[src/mom_pkg.sv]
// Types and constants for the mask outer-outline marker.
// No dependencies; imported by every module of the block but mom_ram.
package mom_pkg;

    // Configuration port
    localparam int CFG_IDX_W  = 4;
    localparam int CFG_DATA_W = 13;

    localparam logic [CFG_IDX_W-1:0] CFG_FRAME_WIDTH  = 4'd0;
    localparam logic [CFG_IDX_W-1:0] CFG_FRAME_HEIGHT = 4'd1;
    localparam logic [CFG_IDX_W-1:0] CFG_BOX_LEFT     = 4'd2;
    localparam logic [CFG_IDX_W-1:0] CFG_BOX_TOP      = 4'd3;
    localparam logic [CFG_IDX_W-1:0] CFG_BOX_RIGHT    = 4'd4;
    localparam logic [CFG_IDX_W-1:0] CFG_BOX_BOTTOM   = 4'd5;
    localparam logic [CFG_IDX_W-1:0] CFG_MARK_VALUE   = 4'd6;
    localparam logic [CFG_IDX_W-1:0] CFG_FULL_FRAME   = 4'd7;

    // Item types
    localparam logic REQ_PIXEL = 1'b0;
    localparam logic REQ_FLUSH = 1'b1;

    typedef struct packed {
        logic       req_type;
        logic [7:0] alpha_in;
    } in_item_t;

    typedef struct packed {
        logic [11:0] pixel_x;
        logic [11:0] pixel_y;
        logic        is_outline;
        logic [7:0]  alpha_out;
        logic        frame_end;
    } out_item_t;

    typedef struct packed {
        logic [12:0] frame_width;
        logic [12:0] frame_height;
        logic [11:0] box_left;
        logic [11:0] box_top;
        logic [11:0] box_right;
        logic [11:0] box_bottom;
        logic [7:0]  mark_value;
        logic        full_frame;
    } cfg_regs_t;

    // Position and geometry of the pixel judged by one item
    typedef struct packed {
        logic        due;
        logic        in_window;
        logic        left_ok;
        logic        up_ok;
        logic        right_ok;
        logic        down_ok;
        logic        last;
        logic [11:0] pixel_x;
        logic [11:0] pixel_y;
    } pos_info_t;

endpackage

[src/mom_judge.sv]
// 3x3 window of alpha bits, outline decision and the result register.
// Depends on mom_pkg.
module mom_judge (
    input  logic                clk,
    input  logic                rst_n,
    input  logic                s1_valid,
    input  logic                s1_bit,
    input  logic [1:0]          line_bits,   // [1] two rows up, [0] one row up
    input  mom_pkg::pos_info_t  info,
    input  logic [7:0]          mark_value,
    input  logic                out_ready,
    output logic                advance,
    output logic                out_valid,
    output mom_pkg::out_item_t  out_data
);
    import mom_pkg::*;

    logic [8:0] window_reg, window_next;
    logic       out_valid_reg, out_valid_next;
    out_item_t  out_data_reg, out_data_next;
    logic       slot_free, hit;

    // Newest column enters at the top: [8] current row, [7] one up, [6] two up
    assign window_next = {s1_bit, line_bits[0], line_bits[1], window_reg[8:3]};

    assign hit = info.in_window && !window_next[4] &&
                 ((info.left_ok  && window_next[1]) ||
                  (info.up_ok    && window_next[3]) ||
                  (info.right_ok && window_next[7]) ||
                  (info.down_ok  && window_next[5]));

    assign slot_free = !out_valid_reg || out_ready;
    assign advance   = s1_valid && (!info.due || slot_free);

    always_comb
    begin
        out_valid_next = out_valid_reg;
        out_data_next  = out_data_reg;
        if (out_ready)
        begin
            out_valid_next = 1'b0;
        end
        if (advance && info.due)
        begin
            out_valid_next           = 1'b1;
            out_data_next.pixel_x    = info.pixel_x;
            out_data_next.pixel_y    = info.pixel_y;
            out_data_next.is_outline = hit;
            out_data_next.alpha_out  = hit ? mark_value : 8'd0;
            out_data_next.frame_end  = info.last;
        end
    end

    always_ff @(posedge clk or negedge rst_n)
    begin
        if (!rst_n)
        begin
            window_reg    <= '0;
            out_valid_reg <= 1'b0;
        end
        else
        begin
            if (advance)
            begin
                window_reg <= window_next;
            end
            out_valid_reg <= out_valid_next;
        end
    end

    always_ff @(posedge clk)
    begin
        out_data_reg <= out_data_next;
    end

    assign out_valid = out_valid_reg;
    assign out_data  = out_data_reg;

endmodule

[config.mk]
export PLATFORM = sky130hd
export DESIGN_NAME = mom_judge
export DESIGN_NICKNAME = d
export VERILOG_FILES = /design/src/mom_pkg.sv /design/src/mom_judge.sv
export SDC_FILE = /design/constraint.sdc
export NUM_CORES = 1
export LEC_CHECK = 0
export BUFFER_PORTS_ARGS = -buffer_cell sky130_fd_sc_hd__buf_4
export CELL_PAD_IN_SITES_DETAIL_PLACEMENT = 1
export CELL_PAD_IN_SITES_GLOBAL_PLACEMENT = 2
export CORE_ASPECT_RATIO = 1.5
export CORE_UTILIZATION = 25
export DETAILED_ROUTE_END_ITERATION = 6
export GPL_TIMING_DRIVEN = 0
export PLACE_DENSITY_LB_ADDON = 0.3
export SETUP_SLACK_MARGIN = 0.1
export SYNTH_ARGS = -nofsm -noshare
export SYNTH_HDL_FRONTEND = slang
export SYNTH_SLANG_ARGS = --single-unit
[constraint.sdc]
create_clock -name clk -period 2.75 [get_ports clk]
set_input_delay 0 -clock clk [delete_from_list [all_inputs] [get_ports clk]]
set_output_delay 0 -clock clk [all_outputs]
set_load 0.005 [all_outputs]
==> flow_metrics.py <==
metrics = {
    "status": {
        "status": "completed",
    },
    "timing": {
        "slew-limit-headroom": 0.688,
        "fin_crit_ns": 1.51,
        "setup_slack_ns": 1.24,
        "clock_skew_ns": 0.00412,
        "hold_viol": 0,
        "worst_pin_slew_ns": 0.467,
        "finalSetupViolCount": 0,
        "rsz0062_at_grt": "false",
        "whs_ns": 0.0175,
        "final.period_utilization": 0.548,
        "max_freq_mhz": 664,
        "maxSlewViolCount": 0,
    },
    "clock_network": {
        "htree_levels": 2,
        "insertion_delay_ns": 0.28,
        "cts_root_buffer": "clkbuf_8",
        "tritoncts": "done",
        "cts_buffers": 5,
        "clkTransAtPathRegs_ns": 0.07,
        "cts_resized": 0,
        "clock-sinks": 39,
        "cts_buffer_depth": 2,
    },
    "power_and_ir_drop": {
        "vdd_ir_drop_max_mv": 0.240,
        "p_leak_nw": 1.14,
        "p_per_area_mw_per_mm2": 549,
        "total_power_w": 0.00147,
    },
    "drt": {
        "vias": 1175,
        "dr.pass1.iters": 4,
        "via_per_inst": 4.29,
        "wire_per_inst_um": 14.7,
        "wl_um": 4020,
        "drtIter0Drc": 32,
        "antenna_left": 0,
        "drc": 0,
    },
    "critical_path": {
        "crit_arrival_ns": 1.50,
        "critPathMaxFanout": 23,
        "required_ns": 2.74,
        "crit_slowest_cell": "dfrtp_1",
        "crit_type": "reg2reg",
        "worst_path_largest_cell_delay_ns": 0.51,
        "setup.worst_path.end_class": "flip-flop",
        "startpoint_type": "flip-flop",
        "path_cells": "a21oi_4, buf_16",
    },
    "global_route": {
        "grt-ovfl-total": 0,
        "antenna_found_initial": 0,
        "grt_pass1_vias": 1259,
        "grt_use_total": 0.132,
        "grt_start_max_net_pins": 24,
        "grt_pass1_wl_um": 6160,
    },
    "placement": {
        "hpwl_um": 2740,
        "gp_congestion": 0.669,
        "io_buffers": 80,
        "detailed_place.area_mm2": 0.00225,
        "dp_slack_ns": 1.22,
    },
    "floorplan": {
        "dieArea_mm2": 0.00642,
        "core_mm2": 0.00583,
        "initial_core_util": 0.262,
        "die_y_um": 97.7,
        "pin_count": 82,
        "die_width_um": 65.8,
        "num_rows": 34,
    },
    "layout": {
        "fin_area_mm2": 0.00268,
        "antenna_cells": 0,
        "fin_nets": 247,
        "layout-drive-gt1-share": 0.535,
        "largest_reg_flops": 34,
        "area_growth_pct": 75.6,
        "final_util": 0.459,
    },
    "logic_synthesis": {
        "yosys-top-cells-area": "edfxtp_1, dfrtp_1, a211oi_2, o211ai_2, a22oi_4",
        "yosys.area.top_type": "edfxtp_1",
        "ys_seq_area_frac": 0.751,
        "synth_cells": 84,
        "postSynthAreaPerCell_um2": 18.2,
        "syn_area_mm2": 0.00153,
        "synth_top_area_frac": 0.669,
        "synth.net_count": 130,
        "yosys_register_bits": 39,
        "synth_cell_types": 18,
        "yosysWarnings": 0,
    },
    "run": {
        "cap_violations": 0,
    },
    "hold_path": {
        "min_path_type": "in2reg",
    },
}
==> synthesized netlist by cell type <==
cell and instances:
o211ai_2 4, nand2_1 5, a21oi_2 1, nand2b_1 2
buf_6 1, nand4b_1 4, edfxtp_1 34, a21oi_1 1
or2b_1 2, and3b_4 1, inv_1 10, nor2b_1 1
nand2b_4 1, a22oi_4 2, a211oi_2 8, dfrtp_1 5
o21ai_1 1, buf_2 1
==> where the power goes <==
part	total (W)	leakage (nW)	internal [W]	switching [W]
Clock	0.000552	0.0654	0.000362	0.000190
Sequential	0.000701	0.379	0.000681	0.0000207
Combinational	0.000215	0.693	0.000129	0.0000862
Total	0.00147	1.14	0.00117	0.000296
==> placed cells by master (no fill, tap or decap), drive strengths merged <==
cell,instances
nand4b,4
o21ai,1
inv,10
bufinv,2
a22oi,2
nor2b,1
o211ai,4
and3b,1
or2b,2
nand2b,3
nand2,5
a21oi,2
edfxtp,34
dlygate4sd3,29
a211oi,8
clkbuf,6
buf,83
dfrtp,5
==> layer usage <==
metal | track usage | vias to the layer above | part of all wire
li1 | - | 548 | -
met1 | 0.135 | 557 | 0.37
met2 | 0.235 | 64 | 0.53
met3 | 0.0434 | 6 | 0.084
met4 | 0.0552 | 0 | 0.017
met5 | 0 | - | 0
==> what timing repair did <==
item	in CTS	in global routing
hold buffers	29	0
endpoints found under the hold margin	33	0
setup buffers	0	0
==> cell families (layout without fill, tap and decap cells) <==
group | after synthesis | after routing | synth area share
buf+inv | 12 | 130 | 0.0353
flops | 39 | 39 | 0.751
compound gates | 17 | 17 | 0.139
simple gates | 16 | 16 | 0.0746
==> layout make-up <==
cell class                 count  area, um2
buffer                         2       16.3
multi-input combinational     33        337
fill                         620       3150
clock buffer                   6       72.6
clock inverter                 2       60.1
tap                           72       90.1
timing repair buffer         110        918
inverter                      10       37.5
sequential                    39       1150
==> path summary, 6_finish.rpt <==
path,from,end,slack (ns),cells after the start
worst min register to register,window_reg[6],window_reg[6],0.59,2
max in group asynchronous,rst_n,out_valid,2.59,2
min in group asynchronous,rst_n,window_reg[8],0.05,2
worst max-delay path,out_valid,out_data[12],1.24,2
worst max register to register,out_valid,out_data[12],1.24,2
worst min-delay path,line_bits[0],window_reg[7],0.02,3
==> through the flow <==
| step | TNS (ns) | std cells |
|---|---|---|
| 6_report | 0 | 274 |
| 5_1_grt | 0 | 274 |
| 4_1_cts | 0 | 274 |
| 3_5_place_dp | 0 | 237 |
| 3_3_place_gp | -17.38 | 236 |
| 2_1_floorplan | 0 | 84 |
==> worst max-delay path: cells and delay by family, from the launching register on <==
family	cells	cell delay, ns
buf+inv	1	0.23
compound gates	1	0.47
flops	1	0.51
No activity file was read; power rests on OpenSTA's default activity.
