<file path="src/mom_pkg.sv">
// Types and constants for the mask outer-outline marker.
// No dependencies; imported by every module of the block but mom_ram.
package mom_pkg;

    // Configuration port
    localparam int CFG_IDX_W  = 4;
    localparam int CFG_DATA_W = 13;

    localparam logic [CFG_IDX_W-1:0] CFG_FRAME_WIDTH  = 4'd0;
    localparam logic [CFG_IDX_W-1:0] CFG_FRAME_HEIGHT = 4'd1;
    localparam logic [CFG_IDX_W-1:0] CFG_BOX_LEFT     = 4'd2;
    localparam logic [CFG_IDX_W-1:0] CFG_BOX_TOP      = 4'd3;
    localparam logic [CFG_IDX_W-1:0] CFG_BOX_RIGHT    = 4'd4;
    localparam logic [CFG_IDX_W-1:0] CFG_BOX_BOTTOM   = 4'd5;
    localparam logic [CFG_IDX_W-1:0] CFG_MARK_VALUE   = 4'd6;
    localparam logic [CFG_IDX_W-1:0] CFG_FULL_FRAME   = 4'd7;

    // Item types
    localparam logic REQ_PIXEL = 1'b0;
    localparam logic REQ_FLUSH = 1'b1;

    typedef struct packed {
        logic       req_type;
        logic [7:0] alpha_in;
    } in_item_t;

    typedef struct packed {
        logic [11:0] pixel_x;
        logic [11:0] pixel_y;
        logic        is_outline;
        logic [7:0]  alpha_out;
        logic        frame_end;
    } out_item_t;

    typedef struct packed {
        logic [12:0] frame_width;
        logic [12:0] frame_height;
        logic [11:0] box_left;
        logic [11:0] box_top;
        logic [11:0] box_right;
        logic [11:0] box_bottom;
        logic [7:0]  mark_value;
        logic        full_frame;
    } cfg_regs_t;

    // Position and geometry of the pixel judged by one item
    typedef struct packed {
        logic        due;
        logic        in_window;
        logic        left_ok;
        logic        up_ok;
        logic        right_ok;
        logic        down_ok;
        logic        last;
        logic [11:0] pixel_x;
        logic [11:0] pixel_y;
    } pos_info_t;

endpackage

</file>
<file path="src/mom_pos.sv">
// Input and output position counters, scan window geometry and frame end.
// Depends on mom_pkg.
module mom_pos #(
    parameter int MAX_WIDTH = 4096
) (
    input  logic                         clk,
    input  logic                         rst_n,
    input  logic                         accept,
    input  mom_pkg::in_item_t            item,
    input  mom_pkg::cfg_regs_t           cfg,
    output logic                         pix_bit,
    output logic [$clog2(MAX_WIDTH)-1:0] addr,
    output mom_pkg::pos_info_t           info
);
    import mom_pkg::*;

    localparam int CW   = $clog2(MAX_WIDTH);
    localparam int WW   = CW + 1;
    localparam int CMPW = (WW > 13) ? WW : 13;

    logic [CW-1:0]   in_col_reg,  in_col_next;
    logic [12:0]     in_row_reg,  in_row_next;
    logic [CW-1:0]   out_col_reg, out_col_next;
    logic [11:0]     out_row_reg, out_row_next;

    logic [CMPW-1:0] wx, hx, cx, cy, lx, rx, tx, dx;
    logic            due, in_wrap, out_wrap;

    // Effective frame size: zero means one, width limited to the line store
    always_comb
    begin
        if (cfg.frame_width == '0)
        begin
            wx = CMPW'(1);
        end
        else if (CMPW'(cfg.frame_width) > CMPW'(MAX_WIDTH))
        begin
            wx = CMPW'(MAX_WIDTH);
        end
        else
        begin
            wx = CMPW'(cfg.frame_width);
        end
        hx = (cfg.frame_height == '0) ? CMPW'(1) : CMPW'(cfg.frame_height);
    end

    assign cx = CMPW'(out_col_reg);
    assign cy = CMPW'(out_row_reg);

    // Scan window: the whole image in full-frame mode, else the box with right and bottom edges clipped to the image
    always_comb
    begin
        if (cfg.full_frame)
        begin
            lx = '0;
            tx = '0;
            rx = wx - CMPW'(1);
            dx = hx - CMPW'(1);
        end
        else
        begin
            lx = CMPW'(cfg.box_left);
            tx = CMPW'(cfg.box_top);
            rx = (CMPW'(cfg.box_right) > wx - CMPW'(1)) ?
                 wx - CMPW'(1) : CMPW'(cfg.box_right);
            dx = (CMPW'(cfg.box_bottom) > hx - CMPW'(1)) ?
                 hx - CMPW'(1) : CMPW'(cfg.box_bottom);
        end
    end

    assign due = (in_row_reg >= 13'd2) || (in_row_reg == 13'd1 && in_col_reg != '0);

    assign pix_bit = (item.req_type == REQ_PIXEL) && (CMPW'(in_row_reg) < hx) &&
                     item.alpha_in[7];
    assign addr    = in_col_reg;

    always_comb
    begin
        info.due       = due;
        info.in_window = (cx >= lx) && (cx <= rx) && (cy >= tx) && (cy <= dx);
        info.left_ok   = (cx != '0);
        info.up_ok     = (cy != '0);
        info.right_ok  = (cx + CMPW'(1) < wx);
        info.down_ok   = (cy + CMPW'(1) < hx);
        info.last      = (cy >= hx - CMPW'(1)) && (cx >= wx - CMPW'(1));
        info.pixel_x   = 12'(out_col_reg);
        info.pixel_y   = out_row_reg;
    end

    assign in_wrap  = (CMPW'(in_col_reg) + CMPW'(1) >= wx);
    assign out_wrap = (cx + CMPW'(1) >= wx);

    always_comb
    begin
        in_col_next  = in_col_reg;
        in_row_next  = in_row_reg;
        out_col_next = out_col_reg;
        out_row_next = out_row_reg;
        if (accept)
        begin
            if (in_wrap)
            begin
                in_col_next = '0;
                if (in_row_reg != '1)
                begin
                    in_row_next = in_row_reg + 13'd1;
                end
            end
            else
            begin
                in_col_next = in_col_reg + CW'(1);
            end

            if (due && info.last)
            begin
                in_col_next  = '0;
                in_row_next  = '0;
                out_col_next = '0;
                out_row_next = '0;
            end
            else if (due)
            begin
                if (out_wrap)
                begin
                    out_col_next = '0;
                    if (out_row_reg != '1)
                    begin
                        out_row_next = out_row_reg + 12'd1;
                    end
                end
                else
                begin
                    out_col_next = out_col_reg + CW'(1);
                end
            end
        end
    end

    always_ff @(posedge clk or negedge rst_n)
    begin
        if (!rst_n)
        begin
            in_col_reg  <= '0;
            in_row_reg  <= '0;
            out_col_reg <= '0;
            out_row_reg <= '0;
        end
        else
        begin
            in_col_reg  <= in_col_next;
            in_row_reg  <= in_row_next;
            out_col_reg <= out_col_next;
            out_row_reg <= out_row_next;
        end
    end

endmodule

</file>
<file path="config.mk">
export PLATFORM = sky130hd
export DESIGN_NAME = mom_pos
export DESIGN_NICKNAME = d
export VERILOG_FILES = /design/src/mom_pkg.sv /design/src/mom_pos.sv
export SDC_FILE = /design/constraint.sdc
export NUM_CORES = 1
export LEC_CHECK = 0
export ABC_AREA = 1
export BUFFER_PORTS_ARGS = -buffer_cell sky130_fd_sc_hd__buf_4
export CORE_UTILIZATION = 45
export DETAILED_ROUTE_END_ITERATION = 6
export HOLD_SLACK_MARGIN = 0.06
export PLACE_DENSITY = 0.75
export SLEW_MARGIN = 20
export SYNTH_ARGS = -nofsm -noshare
export SYNTH_HDL_FRONTEND = slang
export SYNTH_SLANG_ARGS = --single-unit
</file>
<file path="constraint.sdc">
create_clock -name clk -period 8.1 [get_ports clk]
set_input_delay 1.215 -clock clk [delete_from_list [all_inputs] [get_ports clk]]
set_output_delay 1.215 -clock clk [all_outputs]
set_load 0.05 [all_outputs]
</file>
==> out/metrics.cfg <==
[sta]
finalCritPeriodShare_pct = 92.29
tightestPinTransition_ns = 0.7676
clock_skew_ns = 0.004981
timing.setup.tns_ns = 0
setup_ws_ns = 0.6246
slew_headroom_pct = 48.77
period_minus_slack_ns = 7.475
setup_repair_after_global_routing_missed_its_margin = false
fin_worst_hold_slack_ns = 0.5298
finalSetupViolCount = 0
drv_slew = 0
hold_violations = 0
max_freq_mhz = 133.8

[clocking]
cts_setup_buffers = 0
ctsLongestPathBuffers = 2
worst_setup_hold_path_clk_slew_ns = 0.07
post_cts_hold_buffer_count = 0
cts_tree = done
clock_buffer_count_from_cts = 5
cts_resized = 0
clkLatencyLatePin_ns = 0.29
cts_root_buffer = clkbuf_16
clock-sinks = 49
htree_depth = 2

[synthesis]
post_synthesis_net_count = 1322
yosys-top-cells-area = ha_1, dfrtp_1, nand2_1
count_of_flip_flops_with_a_built_in_enable_after_synthesis = 0
ys_warn_count = 0
async_reset_ff_share_pct = 100.0
synth_most_common_cell = nand2_1
netlist.area_leader.share_pct = 25.76
post_synth_instance_area_mm2 = 0.007432
synth_top_cell_by_area = ha_1
synthTopCellsByCount = nand2_1, ha_1, inv_1
netlist-cell-type-count = 48
synth_seq_area_share_pct = 16.50
postSynthRegisterBits = 49
ys_dominant_reg_cell = dfrtp_1
syn_area_per_cell_um2 = 6.920
post_synth_inst_count = 1074

[final_layout]
drive_above_1_share_pct = 14.00
multi_input_area_mm2 = 0.005519
largest_reg_flops = 13
finalNonFillerCells = 1402
final_cell_area_mm2 = 0.008678
finish.utilization_pct = 54.24
areaGrowthSynthToFinish_pct = 16.77
area.sequential_mm2 = 0.001226
final.fill_count = 1609
diodes = 0
final_nets = 1434

[drt]
first_iter_violations = 457
routedWlPerCell_um = 14.49
vias_per_cell = 5.331
vias = 7474
drt.antenna.violating_nets = 0
first_pass_iters = 5
drcViolationCount = 0
wirelength_um = 20320

[setup_path]
crit_path_top_delay_cell = o21ai_0
crit_fanout = 10
timing.critical_path.mode_cell = nand2_1
worst_setup_sp_type = primary input
slowest_delay_ns = 0.36
worstPathArrival_ns = 6.26
setup.worst_path.end_class = output pin
worstPathRequired_ns = 6.88
r2r_setup_slack_ns = 4.17
setup.worst_path.class = primary input to output pin

[place]
dpl-instance-area_mm2 = 0.008521
dp_slack_ns = 0.4614
placed_cells = 1395
gp_congestion = 0.9248
place.port_buffers = 123
post-dp-hpwl_um = 16080

[floorplan]
standard_cell_row_count = 46
initial_core_util_pct = 46.45
die-height_um = 130.5
num_io_pins = 139
core_area_mm2 = 0.01600
design.die.area_mm2 = 0.01703
fp.dieW_um = 130.5

[grt]
grt_pass1_wl_um = 32700
grt_use_total_pct = 24.37
grt_most_used_layer = met2
grt_antenna_before_repair = 1
grt.met1_usage_pct = 30.87
grt_use_met2_pct = 43.01
first_global_vias = 6894
largest_net_degree_at_the_start_of_global_routing = 50
grt.overflow.total = 0
met3_usage_pct = 2.402

[power]
share_clk_of_total_power_pct = 11.9
net-switching-power_mw = 0.9556
gate_power_share_pct = 65.7
reg_power_share_pct = 22.4
power.share.switching_pct = 53.28
peakVddDrop_mv = 0.1717
internal_power_mw = 0.8379
total_power_mw = 1.793
cellLeakagePower_nw = 4.913
p_per_area_mw_per_mm2 = 206.7

[status]
outcome = complete, no violations

[job]
maxCapViolCount = 0

[min_path]
worst_hold_path_type = flop to flop

-- cell usage in the layout, fill, tap and decap left out, types with 2 or more instances in the layout --
cell and count:
nor3_1 17, o21a_1 3, o21ai_0 54, xnor2_1 8
o211ai_1 3, inv_2 3, nand3_1 65, a21boi_0 2
a21oi_1 55, buf_4 126, dfrtp_1 49, nand3b_1 3
nor2_1 59, nand4_1 31, nor4_1 9, clkbuf_16 5
o22ai_2 10, o21ai_1 19, nand2_4 2, ha_1 152
xor2_1 43, nand2_1 264, o21bai_1 2, o221ai_1 3
a211oi_1 4, o41ai_1 3, o21ai_2 2, inv_1 150
a21o_1 6, nand2_2 8, o31ai_1 2, o22ai_1 6
-- worst paths after layout --
check	startpoint	endpoint	cells after the start
worst max-delay path	cfg[64]	info[29]	36
worst min-delay path	in_row_reg[12]$_DFFE_PN0P_	in_row_reg[12]$_DFFE_PN0P_	2
worst max register to register	out_col_reg[1]$_DFFE_PN0P_	out_col_reg[4]$_DFFE_PN0P_	15
worst min register to register	in_row_reg[12]$_DFFE_PN0P_	in_row_reg[12]$_DFFE_PN0P_	2
max in group asynchronous	rst_n	out_row_reg[1]$_DFFE_PN0P_	1
min in group asynchronous	rst_n	addr[2]$_DFFE_PN0P_	1
-- power by group through the flow --
stage / sequential [mW] / clock, mW / combinational, mW
final: 0.402 / 0.214 / 1.18
after global routing: 0.410 / 0.227 / 1.33
after CTS: 0.402 / 0.217 / 1.18
after detailed placement: 0.404 / 0 / 1.17
after global placement: 0.407 / 0 / 1.14
after floorplan: 0.518 / 0 / 0.724
-- routing by layer --
metal	wire [um]	vias up
met2	9685	249
met4	527	2
met5	13	-
li1	-	3856
met1	8882	3326
met3	1206	41
-- kinds of logic after synthesis --
group                      Yosys count  synth area share, %
and+or+nand+nor                    466                27.34
AOI/OAI and AO/OA                  179                14.55
buffers and inverters              174                9.512
adders and majority gates          153                25.76
xor gates and xnor gates            53                6.347
DFF                                 49                16.50
-- worst max-delay path: cells and delay by family --
family | cells | cell delay (ns)
buf+inv | 6 | 1.00
simple gates | 14 | 1.22
compound gates | 12 | 1.70
fa+ha+maj | 3 | 0.84
xor+xnor | 1 | 0.28
-- cell type report --
class                      count  share of cell area, %
sequential                    49                  14.13
tap                          216                  3.114
inverter                     153                  6.618
timing repair buffer         126                  10.90
clock buffer                   7                  1.644
multi-input combinational    851                  63.60
Power figures use the tool's default switching activity.
